--- config.mk ---
export PLATFORM = sky130hd
export DESIGN_NAME = zero_crossing_frequency_tracker
export DESIGN_NICKNAME = d
export VERILOG_FILES = /design/src/hdl/zct_pkg.sv /design/src/hdl/zct_div.sv /design/src/hdl/zct_dp.sv /design/src/hdl/zct_ctrl.sv /design/src/hdl/zero_crossing_frequency_tracker.sv
export SDC_FILE = /design/constraint.sdc
export NUM_CORES = 2
export LEC_CHECK = 0
export BUFFER_PORTS_ARGS = -buffer_cell sky130_fd_sc_hd__buf_4
export CAP_MARGIN = 20
export CELL_PAD_IN_SITES_DETAIL_PLACEMENT = 2
export CELL_PAD_IN_SITES_GLOBAL_PLACEMENT = 2
export CORE_AREA = 2 2 607 609
export CTS_CLUSTER_SIZE = 20
export DETAILED_ROUTE_END_ITERATION = 12
export DIE_AREA = 0 0 609 611
export PLACE_DENSITY_LB_ADDON = 0.1
export SETUP_SLACK_MARGIN = 0.2
export SYNTH_ARGS = -nofsm -noshare
export SYNTH_HDL_FRONTEND = slang
export SYNTH_HIERARCHICAL = 1
export SYNTH_SLANG_ARGS = --single-unit
--- constraint.sdc ---
create_clock -name i_clk -period 7 [get_ports i_clk]
set_input_delay 0 -clock i_clk [delete_from_list [all_inputs] [get_ports i_clk]]
set_output_delay 0 -clock i_clk [all_outputs]
set_load 0.005 [all_outputs]
--- src/hdl/zct_pkg.sv ---
package zct_pkg;

    localparam int TIME_W  = 48;
    localparam int RATE_W  = 24;
    localparam int HALF_W  = 7;
    localparam int FREQ_W  = 34;
    localparam int QUO_W   = 35;
    localparam int ITER_W  = 6;
    localparam int CIDX_W  = 2;
    localparam int CDATA_W = 24;
    // extra quotient bits beyond the time fraction: 7 for the scale, 1 for rounding
    localparam int FREQ_XSH = 8;

    localparam int DEF_MAX_HALF_CYCLES = 64;
    localparam int DEF_SAMPLE_BITS     = 24;
    localparam int DEF_TIME_FRAC_BITS  = 16;

    localparam logic [RATE_W-1:0] RST_SAMPLE_RATE = RATE_W'(16384);
    localparam logic [HALF_W-1:0] RST_HALF_CYCLES = HALF_W'(64);

    localparam logic [CIDX_W-1:0] REG_SAMPLE_RATE  = 2'd0;
    localparam logic [CIDX_W-1:0] REG_HALF_CYCLES  = 2'd1;
    localparam logic [CIDX_W-1:0] REG_COMPLEX_MODE = 2'd2;

    localparam logic [1:0] SIGN_NONE = 2'b00;
    localparam logic [1:0] SIGN_POS  = 2'b01;
    localparam logic [1:0] SIGN_NEG  = 2'b11;

    localparam logic [QUO_W-1:0] FREQ_MAX = QUO_W'(34'h1FFFFFFFF);

    typedef struct packed {
        logic dload;
        logic tcap;
        logic trim;
        logic wr;
        logic chk;
        logic elap;
        logic fload;
        logic fin;
    } t_cmd;

    typedef struct packed {
        logic go;
        logic div_done;
        logic multi;
    } t_sts;

endpackage

--- src/hdl/zct_div.sv ---
module zct_div (
    input  logic                       i_clk,
    input  logic                       i_rst_n,
    input  logic                       i_start,
    input  logic [zct_pkg::TIME_W-1:0] i_rem,
    input  logic [zct_pkg::QUO_W-1:0]  i_low,
    input  logic [zct_pkg::TIME_W-1:0] i_den,
    input  logic [zct_pkg::ITER_W-1:0] i_iters,
    output logic                       o_done,
    output logic [zct_pkg::QUO_W-1:0]  o_quo
);

    logic [zct_pkg::TIME_W-1:0] r_rem;
    logic [zct_pkg::QUO_W-1:0]  r_low;
    logic [zct_pkg::QUO_W-1:0]  r_quo;
    logic [zct_pkg::TIME_W-1:0] r_den;
    logic [zct_pkg::ITER_W-1:0] r_cnt;
    logic                       r_busy;
    logic                       r_done;
    logic [zct_pkg::TIME_W:0]   w_trial;
    logic [zct_pkg::TIME_W:0]   w_diff;
    logic                       w_ge;

    // one restoring step per cycle
    assign w_trial = {r_rem, r_low[zct_pkg::QUO_W-1]};
    assign w_ge    = w_trial >= {1'b0, r_den};
    assign w_diff  = w_trial - {1'b0, r_den};

    always_ff @(posedge i_clk) begin
        if (!i_rst_n) begin
            r_busy <= 1'b0;
            r_done <= 1'b0;
            r_cnt  <= '0;
        end else begin
            r_done <= 1'b0;
            if (i_start) begin
                r_busy <= 1'b1;
                r_cnt  <= i_iters;
            end else if (r_busy) begin
                r_cnt <= r_cnt - 1'b1;
                if (r_cnt == zct_pkg::ITER_W'(1)) begin
                    r_busy <= 1'b0;
                    r_done <= 1'b1;
                end
            end
        end
    end

    always_ff @(posedge i_clk) begin
        if (i_start) begin
            r_rem <= i_rem;
            r_low <= i_low;
            r_den <= i_den;
            r_quo <= '0;
        end else if (r_busy) begin
            r_rem <= w_ge ? w_diff[zct_pkg::TIME_W-1:0] : w_trial[zct_pkg::TIME_W-1:0];
            r_low <= {r_low[zct_pkg::QUO_W-2:0], 1'b0};
            r_quo <= {r_quo[zct_pkg::QUO_W-2:0], w_ge};
        end
    end

    assign o_done = r_done;
    assign o_quo  = r_quo;

endmodule

--- src/hdl/zct_dp.sv ---
module zct_dp #(
    parameter int MAX_HALF_CYCLES = zct_pkg::DEF_MAX_HALF_CYCLES,
    parameter int SAMPLE_BITS     = zct_pkg::DEF_SAMPLE_BITS,
    parameter int TIME_FRAC_BITS  = zct_pkg::DEF_TIME_FRAC_BITS
) (
    input  logic                          i_clk,
    input  logic                          i_rst_n,
    input  logic                          i_cfg_accept,
    input  logic [zct_pkg::CIDX_W-1:0]    i_cfg_index,
    input  logic [zct_pkg::CDATA_W-1:0]   i_cfg_data,
    input  logic                          i_in_accept,
    input  logic signed [SAMPLE_BITS-1:0] i_real_sample,
    input  logic signed [SAMPLE_BITS-1:0] i_imag_sample,
    input  logic                          i_block_start,
    input  logic                          i_restart,
    input  logic                          i_gap,
    input  logic                          i_out_ready,
    output logic                          o_out_valid,
    output logic signed [zct_pkg::FREQ_W-1:0] o_frequency,
    input  zct_pkg::t_cmd                 i_cmd,
    output zct_pkg::t_sts                 o_sts
);

    localparam int DEPTH  = MAX_HALF_CYCLES + 1;
    localparam int IDX_W  = $clog2(DEPTH);
    localparam int CNT_W  = $clog2(DEPTH + 1);
    localparam int A_W    = zct_pkg::RATE_W + CNT_W;
    localparam int FSH    = TIME_FRAC_BITS + zct_pkg::FREQ_XSH;
    localparam int FN_W   = A_W + FSH;
    localparam int DN_W   = SAMPLE_BITS + TIME_FRAC_BITS + 1;
    localparam int DEN_W  = SAMPLE_BITS + 1;
    localparam int QW     = zct_pkg::QUO_W;
    localparam int TW     = zct_pkg::TIME_W;

    logic [TW-1:0] r_mem [DEPTH];
    logic [TW-1:0] r_rd;

    logic [zct_pkg::RATE_W-1:0] r_rate;
    logic [zct_pkg::HALF_W-1:0] r_half;
    logic                       r_cplx;

    logic [1:0]                    r_sign;
    logic signed [SAMPLE_BITS-1:0] r_prev;
    logic [TW-1:0]                 r_clock;
    logic [IDX_W-1:0]              r_head;
    logic [CNT_W-1:0]              r_count;
    logic signed [zct_pkg::FREQ_W-1:0] r_held;
    logic signed [zct_pkg::FREQ_W-1:0] r_out;
    logic                          r_out_valid;

    logic [SAMPLE_BITS-1:0] r_ax;
    logic [DEN_W-1:0]       r_den;
    logic [TW-1:0]          r_tclk;
    logic                   r_neg;
    logic [TW-1:0]          r_t;
    logic [A_W-1:0]         r_a;
    logic [TW-1:0]          r_e;
    logic                   r_ovf;
    logic                   r_azero;

    logic                   w_xneg, w_xpos, w_xzero, w_yzero;
    logic [1:0]             w_s0, w_s1, w_s2;
    logic                   w_clr, w_cross;
    logic [SAMPLE_BITS-1:0] w_ax, w_ap;
    logic [CNT_W-1:0]       w_heff;
    logic [CNT_W:0]         w_hsum;
    logic [CNT_W:0]         w_wsum;
    logic [IDX_W-1:0]       w_waddr;
    logic [DN_W-1:0]        w_dnum;
    logic [FN_W-1:0]        w_fnum;
    logic [TW-1:0]          w_fhi;
    logic [TW-1:0]          w_div_rem;
    logic [QW-1:0]          w_div_low;
    logic [TW-1:0]          w_div_den;
    logic [zct_pkg::ITER_W-1:0] w_div_iters;
    logic                   w_div_done;
    logic [QW-1:0]          w_quo;
    logic [QW:0]            w_rsum;
    logic [QW-1:0]          w_rnd;
    logic [QW-1:0]          w_fmag;
    logic signed [zct_pkg::FREQ_W-1:0] w_fval;

    // sign tracking for the sample being accepted
    assign w_xneg  = i_real_sample[SAMPLE_BITS-1];
    assign w_xzero = i_real_sample == '0;
    assign w_xpos  = !w_xneg && !w_xzero;
    assign w_yzero = i_imag_sample == '0;
    assign w_s0    = i_restart ? zct_pkg::SIGN_NONE : r_sign;
    assign w_s1    = (w_s0 != zct_pkg::SIGN_NONE) ? w_s0 :
                     w_xneg ? zct_pkg::SIGN_NEG :
                     w_xpos ? zct_pkg::SIGN_POS : zct_pkg::SIGN_NONE;
    assign w_clr   = i_block_start && w_xzero && (!r_cplx || w_yzero);
    assign w_s2    = w_clr ? zct_pkg::SIGN_NONE : w_s1;
    assign w_cross = ((w_s2 == zct_pkg::SIGN_POS) && w_xneg) ||
                     ((w_s2 == zct_pkg::SIGN_NEG) && w_xpos);
    assign w_ax    = w_xneg ? SAMPLE_BITS'(-i_real_sample) : SAMPLE_BITS'(i_real_sample);
    assign w_ap    = r_prev[SAMPLE_BITS-1] ? SAMPLE_BITS'(-r_prev) : SAMPLE_BITS'(r_prev);

    always_comb begin
        if (r_half == '0) begin
            w_heff = CNT_W'(1);
        end else if (int'(r_half) > MAX_HALF_CYCLES) begin
            w_heff = CNT_W'(MAX_HALF_CYCLES);
        end else begin
            w_heff = CNT_W'(r_half);
        end
    end

    assign w_hsum  = (CNT_W+1)'(r_head) + (CNT_W+1)'(r_count - w_heff);
    assign w_wsum  = (CNT_W+1)'(r_head) + (CNT_W+1)'(r_count);
    assign w_waddr = (w_wsum >= (CNT_W+1)'(DEPTH)) ? IDX_W'(w_wsum - (CNT_W+1)'(DEPTH))
                                                   : IDX_W'(w_wsum);

    // crossing offset numerator, rounded half up by adding half the divisor
    assign w_dnum = {1'b0, r_ax, {TIME_FRAC_BITS{1'b0}}} + DN_W'(r_den >> 1);
    assign w_fnum = {r_a, {FSH{1'b0}}};
    assign w_fhi  = TW'(w_fnum[FN_W-1:QW]);

    always_comb begin
        if (i_cmd.dload) begin
            w_div_rem   = TW'(w_dnum[DN_W-1:TIME_FRAC_BITS+1]);
            w_div_low   = {w_dnum[TIME_FRAC_BITS:0], {(QW-TIME_FRAC_BITS-1){1'b0}}};
            w_div_den   = TW'(r_den);
            w_div_iters = zct_pkg::ITER_W'(TIME_FRAC_BITS + 1);
        end else begin
            w_div_rem   = w_fhi;
            w_div_low   = w_fnum[QW-1:0];
            w_div_den   = r_e;
            w_div_iters = zct_pkg::ITER_W'(QW);
        end
    end

    // the divider runs for every frequency, even one that overflows; an overflowing quotient is replaced by FREQ_MAX
    zct_div u_div (
        .i_clk   (i_clk),
        .i_rst_n (i_rst_n),
        .i_start (i_cmd.dload || i_cmd.fload),
        .i_rem   (w_div_rem),
        .i_low   (w_div_low),
        .i_den   (w_div_den),
        .i_iters (w_div_iters),
        .o_done  (w_div_done),
        .o_quo   (w_quo)
    );

    assign w_rsum = {1'b0, w_quo} + (QW+1)'(1);
    assign w_rnd  = w_rsum[QW:1];
    always_comb begin
        if (r_azero) begin
            w_fmag = '0;
        end else if (r_ovf || (w_rnd > zct_pkg::FREQ_MAX)) begin
            w_fmag = zct_pkg::FREQ_MAX;
        end else begin
            w_fmag = w_rnd;
        end
    end
    assign w_fval = r_neg ? -$signed(zct_pkg::FREQ_W'(w_fmag))
                          : $signed(zct_pkg::FREQ_W'(w_fmag));

    always_ff @(posedge i_clk) begin
        if (!i_rst_n) begin
            r_rate <= zct_pkg::RST_SAMPLE_RATE;
            r_half <= zct_pkg::RST_HALF_CYCLES;
            r_cplx <= 1'b0;
        end else if (i_cfg_accept) begin
            unique case (i_cfg_index)
                zct_pkg::REG_SAMPLE_RATE:  r_rate <= i_cfg_data[zct_pkg::RATE_W-1:0];
                zct_pkg::REG_HALF_CYCLES:  r_half <= i_cfg_data[zct_pkg::HALF_W-1:0];
                zct_pkg::REG_COMPLEX_MODE: r_cplx <= i_cfg_data[0];
                default: ;
            endcase
        end
    end

    always_ff @(posedge i_clk) begin
        if (!i_rst_n) begin
            r_sign      <= zct_pkg::SIGN_NONE;
            r_prev      <= '0;
            r_clock     <= '0;
            r_head      <= '0;
            r_count     <= '0;
            r_held      <= '0;
            r_out_valid <= 1'b0;
        end else begin
            if (i_in_accept) begin
                r_out_valid <= 1'b1;
            end else if (i_out_ready) begin
                r_out_valid <= 1'b0;
            end
            if (i_in_accept) begin
                r_clock <= r_clock + 1'b1;
                if (i_gap) begin
                    r_sign  <= zct_pkg::SIGN_NONE;
                    r_count <= '0;
                end else begin
                    r_prev <= i_real_sample;
                    r_sign <= w_cross ? ~w_s2 + 2'd1 : w_s2;
                    if (i_restart || w_clr) begin
                        r_count <= '0;
                    end
                end
            end
            if (i_cmd.trim && (r_count > w_heff)) begin
                r_head  <= (w_hsum >= (CNT_W+1)'(DEPTH)) ? IDX_W'(w_hsum - (CNT_W+1)'(DEPTH))
                                                         : IDX_W'(w_hsum);
                r_count <= w_heff;
            end
            if (i_cmd.wr) begin
                r_count <= r_count + 1'b1;
            end
            if (i_cmd.fin) begin
                r_held <= w_fval;
            end
        end
    end

    always_ff @(posedge i_clk) begin
        if (i_in_accept) begin
            r_out  <= i_gap ? '0 : r_held;
            r_ax   <= w_ax;
            r_den  <= DEN_W'(w_ax) + DEN_W'(w_ap);
            r_tclk <= r_clock;
            r_neg  <= r_cplx && !w_xzero && !w_yzero && (w_xneg == i_imag_sample[SAMPLE_BITS-1]);
        end
        if (i_cmd.tcap) begin
            r_t <= (r_tclk << TIME_FRAC_BITS) - TW'(w_quo[TIME_FRAC_BITS:0]);
        end
        if (i_cmd.chk) begin
            r_a <= A_W'(r_rate * (r_count - 1'b1));
        end
        if (i_cmd.elap) begin
            r_e <= r_t - r_rd;
        end
        if (i_cmd.fload) begin
            r_ovf   <= w_fhi >= r_e;
            r_azero <= r_a == '0;
        end
    end

    always_ff @(posedge i_clk) begin
        if (i_cmd.wr) begin
            r_mem[w_waddr] <= r_t;
        end
        r_rd <= r_mem[r_head];
    end

    assign o_sts.go       = i_in_accept && !i_gap && w_cross;
    assign o_sts.div_done = w_div_done;
    assign o_sts.multi    = r_count != '0;
    assign o_out_valid    = r_out_valid;
    assign o_frequency    = r_out;

    a_count_bound: assert property (@(posedge i_clk) disable iff (!i_rst_n)
        r_count <= CNT_W'(DEPTH))
        else $error("crossing count beyond ring depth");
    a_head_bound: assert property (@(posedge i_clk) disable iff (!i_rst_n)
        int'(r_head) < DEPTH)
        else $error("ring head out of range");
    a_gap_clears: assert property (@(posedge i_clk) disable iff (!i_rst_n)
        (i_in_accept && i_gap) |=> (r_count == '0 && r_sign == zct_pkg::SIGN_NONE))
        else $error("gap did not clear history");

endmodule

--- src/hdl/zct_ctrl.sv ---
module zct_ctrl (
    input  logic          i_clk,
    input  logic          i_rst_n,
    input  zct_pkg::t_sts i_sts,
    output zct_pkg::t_cmd o_cmd,
    output logic          o_idle
);

    localparam logic [3:0] S_IDLE  = 4'd0;
    localparam logic [3:0] S_DLOAD = 4'd1;
    localparam logic [3:0] S_DWAIT = 4'd2;
    localparam logic [3:0] S_TRIM  = 4'd3;
    localparam logic [3:0] S_WRITE = 4'd4;
    localparam logic [3:0] S_CHECK = 4'd5;
    localparam logic [3:0] S_ELAP  = 4'd6;
    localparam logic [3:0] S_FLOAD = 4'd7;
    localparam logic [3:0] S_FWAIT = 4'd8;
    localparam logic [3:0] S_FIN   = 4'd9;

    logic [3:0] r_state;
    logic [3:0] n_state;

    always_comb begin
        n_state = r_state;
        o_cmd   = '0;
        unique case (r_state)
            S_IDLE: begin
                if (i_sts.go) n_state = S_DLOAD;
            end
            S_DLOAD: begin
                o_cmd.dload = 1'b1;
                n_state     = S_DWAIT;
            end
            S_DWAIT: begin
                if (i_sts.div_done) begin
                    o_cmd.tcap = 1'b1;
                    n_state    = S_TRIM;
                end
            end
            S_TRIM: begin
                o_cmd.trim = 1'b1;
                n_state    = S_WRITE;
            end
            S_WRITE: begin
                o_cmd.wr = 1'b1;
                // a second stored time is needed before a frequency exists
                n_state  = i_sts.multi ? S_CHECK : S_IDLE;
            end
            S_CHECK: begin
                o_cmd.chk = 1'b1;
                n_state   = S_ELAP;
            end
            S_ELAP: begin
                o_cmd.elap = 1'b1;
                n_state    = S_FLOAD;
            end
            S_FLOAD: begin
                o_cmd.fload = 1'b1;
                n_state     = S_FWAIT;
            end
            S_FWAIT: begin
                if (i_sts.div_done) n_state = S_FIN;
            end
            S_FIN: begin
                o_cmd.fin = 1'b1;
                n_state   = S_IDLE;
            end
            default: begin
                n_state = S_IDLE;
            end
        endcase
    end

    always_ff @(posedge i_clk) begin
        if (!i_rst_n) begin
            r_state <= S_IDLE;
        end else begin
            r_state <= n_state;
        end
    end

    assign o_idle = r_state == S_IDLE;

endmodule

--- src/hdl/zero_crossing_frequency_tracker.sv ---
// Zero-crossing frequency tracker. Every accepted sample returns one result: the frequency
// held before that sample, in Hz with 8 fractional bits (zero for a gap). A sample without
// a sign change leaves the controller idle. A sample with a crossing keeps the block busy
// while one shared shift-subtract divider first places the crossing (TIME_FRAC_BITS + 1
// steps), then, once two or more crossing times are stored, forms the frequency (35 steps).
// The crossing ring needs no clearing pass.
module zero_crossing_frequency_tracker #(
    parameter int MAX_HALF_CYCLES = zct_pkg::DEF_MAX_HALF_CYCLES,
    parameter int SAMPLE_BITS     = zct_pkg::DEF_SAMPLE_BITS,
    parameter int TIME_FRAC_BITS  = zct_pkg::DEF_TIME_FRAC_BITS
) (
    input  logic                              i_clk,
    input  logic                              i_rst_n,
    input  logic                              i_cfg_valid,
    output logic                              o_cfg_ready,
    input  logic [zct_pkg::CIDX_W-1:0]        i_cfg_index,
    input  logic [zct_pkg::CDATA_W-1:0]       i_cfg_data,
    input  logic                              i_valid,
    output logic                              o_ready,
    input  logic signed [SAMPLE_BITS-1:0]     i_real_sample,
    input  logic signed [SAMPLE_BITS-1:0]     i_imag_sample,
    input  logic                              i_block_start,
    input  logic                              i_restart,
    input  logic                              i_gap,
    output logic                              o_valid,
    input  logic                              i_ready,
    output logic signed [zct_pkg::FREQ_W-1:0] o_frequency
);

    zct_pkg::t_cmd w_cmd;
    zct_pkg::t_sts w_sts;
    logic          w_idle;
    logic          w_accept;

    assign o_cfg_ready = 1'b1;
    assign o_ready     = w_idle && (!o_valid || i_ready);
    assign w_accept    = i_valid && o_ready;

    zct_ctrl u_ctrl (
        .i_clk   (i_clk),
        .i_rst_n (i_rst_n),
        .i_sts   (w_sts),
        .o_cmd   (w_cmd),
        .o_idle  (w_idle)
    );

    zct_dp #(
        .MAX_HALF_CYCLES (MAX_HALF_CYCLES),
        .SAMPLE_BITS     (SAMPLE_BITS),
        .TIME_FRAC_BITS  (TIME_FRAC_BITS)
    ) u_dp (
        .i_clk         (i_clk),
        .i_rst_n       (i_rst_n),
        .i_cfg_accept  (i_cfg_valid),
        .i_cfg_index   (i_cfg_index),
        .i_cfg_data    (i_cfg_data),
        .i_in_accept   (w_accept),
        .i_real_sample (i_real_sample),
        .i_imag_sample (i_imag_sample),
        .i_block_start (i_block_start),
        .i_restart     (i_restart),
        .i_gap         (i_gap),
        .i_out_ready   (i_ready),
        .o_out_valid   (o_valid),
        .o_frequency   (o_frequency),
        .i_cmd         (w_cmd),
        .o_sts         (w_sts)
    );

endmodule

==> results.yml <==
placement:
  gp_congestion: 0.821
  post-place-cells: 13800
  placed_area_mm2: 0.169
  post-dp-hpwl_um: 343000
  port_buffers: 117
critical_path:
  crit_path_max_incr_delay_ns: 0.98
  critPathKind: "register to register"
  crit_buf_inv: 2
  startpoint: "u_dp/r_head[1]"
  r2r_start: "u_dp/r_head[1]"
  critical_path.top_delay_family: "simple AND/OR/NAND/NOR gates"
  end_kind: "register"
  cp-start-kind: "register"
  worstPathRequired_ns: 7.63
  path_cells: "fa_1, inv_1, ha_1, nand2_1, or3_4, o31a_1, or2_0, o32a_1, nand2b_1, nor2_4, buf_12"
  cp_max_fo: 29
  critPathArrivalTime_ns: 7.14
  slowest_stage: "nor2_4"
sta:
  setup_violations: 0
  hold_ws_ns: 0.0148
  hold_viol: 0
  slew_viol_final: 0
  fin_crit_sh_pct: 93.0
  rsz0062_at_grt: "no"
  period_needed_ns: 6.51
  slew_headroom_pct: 18.1
  tightest_slew_ns: 1.22
  final.setup.tns_ns: 0
  fmax_mhz: 154
  finalClockSkew_ns: 0.104
grt:
  grt_pass1_wl_um: 834000
  grt_usage_pct: 32.1
  grt.met3_usage_pct: 4.74
  busiest_layer: "met2"
  grt_use_met1_pct: 41.4
  gr-total-overflow: 0
  grt_antenna_before_repair: 42
  grt_pass1_vias: 100000
  grt_max_degree: 144
  grt_use_met2_pct: 54.8
finish:
  stdcell_area_mm2: 0.184
  nets: 10100
  drive_above_1_share_pct: 22.5
  area_delta_synth_final_pct: 14.7
  finalNonFillerCells: 14800
synth:
  ys.flop_type: "edfxtp_1"
  yosys_register_bits: 3730
  syn_area_per_cell_um2: 17.9
  yosys.area.top_type_share_pct: 65.5
  synthTopCellsByArea: "edfxtp_1, mux4_2, dfxtp_1, ha_1, fa_1"
  postSynth.asyncResetShare_pct: 0
  yosys_warnings: 6
  synth_seq_area_share_pct: 68.4
  synth_top_area_cell: "edfxtp_1"
  syn_inst: 8982
  syn_area_mm2: 0.160
  synth_cell_type_count: 116
  synth-edff-count: 3496
floorplan:
  start_util_pct: 43.9
  core-area_mm2: 0.365
  dieHeight_um: 611
  design.die.area_mm2: 0.372
  die_w_um: 609
  ios: 119
  num_rows: 222
clock_tree:
  clock_path_buffers: 4
  clkSinkCount: 3730
  insertion_delay_ns: 1.03
  cts_tree: "done"
  cts_buffers: 405
  clk_pin_slew_ns: 0.06
  cts_max_level: 5
  root_buffer: "clkbuf_16"
detailed_routing:
  wirelength_um: 603000
  drt_pass1_iterations: 5
  drc: 0
  first_iter_violations: 12500
  drtAntennaViolNets: 0
  vias_per_cell: 6.37
  vias: 93900
  wl_per_cell_um: 40.8
power_and_ir_drop:
  power_density_mw_per_mm2: 302
  vdd_drop_max_mv: 0.250
  cellLeakagePower_nw: 60.1
worst_hold_path:
  hold_class: "primary input to register"
  hp-start: "i_imag_sample[11]"
status:
  status: "complete, no violations"
job:
  cap_violations: 0
[where the power goes]
part | internal [mW] | total [mW] | switching (mW)
Clock | 12.1 | 22.0 | 9.86
Sequential | 25.2 | 25.7 | 0.475
Combinational | 3.01 | 7.80 | 4.80
[routing by layer]
layer,wire (µm),vias up
met5,173,-
met2,300000,4836
met3,42900,1180
li1,-,36800
met1,231000,51100
met4,28300,22
[metrics by stage]
stage	power [mW]	utilization (%)	worst slack, ns
2_1_floorplan	31.5	-	0.236
3_3_place_gp	33.6	46.3	0.0842
3_5_place_dp	33.9	46.3	0.223
4_1_cts	55.9	50.4	0.232
5_1_grt	57.4	50.4	0.218
6_report	55.5	50.4	0.491
[synthesized netlist by cell type, types with 14 or more instances]
library cell  number
nand2b_1          40
edfxtp_1        3496
fa_1             145
o21ai_0          189
and4_1            14
a31oi_1           36
buf_2             36
and3_1            43
mux2_2            99
nor2b_1          164
nor4_1            50
and2_1            69
dfxtp_1          234
o21a_1            29
xnor2_1          218
or2_2             22
o211ai_1          25
o31ai_1           35
or4_1             19
a41oi_1           14
a21oi_1          296
nand2_1          392
nand4_1           63
clkbuf_1         288
xor2_1           111
nor3_1            85
ha_1             255
mux4_2          1008
o21bai_1          39
a21o_1            83
buf_1             78
mux2i_1           71
nor2_1           406
nand3_1          109
or3_1             39
inv_1            414
a211oi_1          35
[worst paths after layout]
path         cells past startpoint  slack (ns)                 end
max                             11        0.49  u_dp/r_mem[42][47]
min reg2reg                      2        0.46     u_dp/r_held[27]
max reg2reg                     11        0.49  u_dp/r_mem[42][47]
min                              5        0.01          u_dp/r_neg
[sequential cells by signal, summed over array words and instances (netlist names), 25 cells and up]
name              flops
u_dp/r_mem         3120
u_dp/r_e             48
u_dp/r_rd            48
u_dp/r_t             48
u_dp/u_div/r_den     48
u_dp/u_div/r_rem     48
u_dp/u_div/o_quo     35
u_dp/u_div/r_low     35
u_dp/o_frequency     34
u_dp/r_held          34
u_dp/r_clock         32
u_dp/r_tclk          32
u_dp/r_a             31
u_dp/r_den           25
[cells by family (layout without fill, tap and decap cells)]
logic type | count (synthesis) | after routing | share of synthesized area (%)
and+or+nand+nor | 1569 | 1569 | 4.86
xor gates and xnor gates | 330 | 330 | 1.81
AOI/OAI and AO/OA | 936 | 936 | 3.79
muxes | 1179 | 1179 | 15.3
other | 3 | 56 | 0.00702
adders and majority gates | 400 | 400 | 3.80
DFF | 3730 | 3730 | 68.4
buffers and inverters | 835 | 1737 | 2.05
[timing repair]
item | in CTS | in global routing
hold buffers | 177 | 0
setup buffers | 0 | 3
endpoints found under the setup margin | 0 | 5
resized for setup | 0 | 9
endpoints found under the hold margin | 220 | 0
[worst reg2reg max path, cell delays in order (launching register included)]
cell and delay [ns]:
dfxtp_4 0.77, fa_1 0.75, inv_1 0.20, ha_1 0.29
nand2_1 0.18, or3_4 0.47, o31a_1 0.41, or2_0 0.59
o32a_1 0.63, nand2b_1 0.51, nor2_4 0.98, buf_12 0.37
[cells in the final DEF (no fill, tap or decap), types with 55 or more instances in the layout]
master / synthesis / routed
edfxtp_1: 3496 / 3496
mux4_2: 1008 / 1008
inv_1: 414 / 412
clkbuf_16: 0 / 410
nand2_1: 392 / 392
nor2_1: 406 / 348
buf_4: 8 / 340
a21oi_1: 296 / 296
ha_1: 255 / 254
dfxtp_1: 234 / 228
xnor2_1: 218 / 214
o21ai_0: 189 / 189
dlygate4sd3_1: 0 / 177
nor2b_1: 164 / 163
fa_1: 145 / 145
xor2_1: 111 / 110
nand3_1: 109 / 108
mux2_2: 99 / 99
clkbuf_1: 288 / 93
clkinv_1: 2 / 92
a21o_1: 83 / 83
nor3_1: 85 / 76
mux2i_1: 71 / 71
clkinv_2: 0 / 70
and2_1: 69 / 69
nor2_4: 0 / 63
nand4_1: 63 / 63
buf_12: 1 / 55
[layout make-up]
| class | count | area, µm² |
|---|---|---|
| multi-input cells | 4460 | 48200 |
| well taps | 4816 | 6030 |
| inverters | 416 | 1570 |
| flip-flops and latches | 3730 | 110000 |
| repair buffers | 574 | 5460 |
| clock inverters | 234 | 2230 |
| diodes | 10 | 25.0 |
| fillers | 32600 | 181000 |
| clock buffers | 513 | 10700 |
Note: power is estimated with default switching activity, not from simulation.
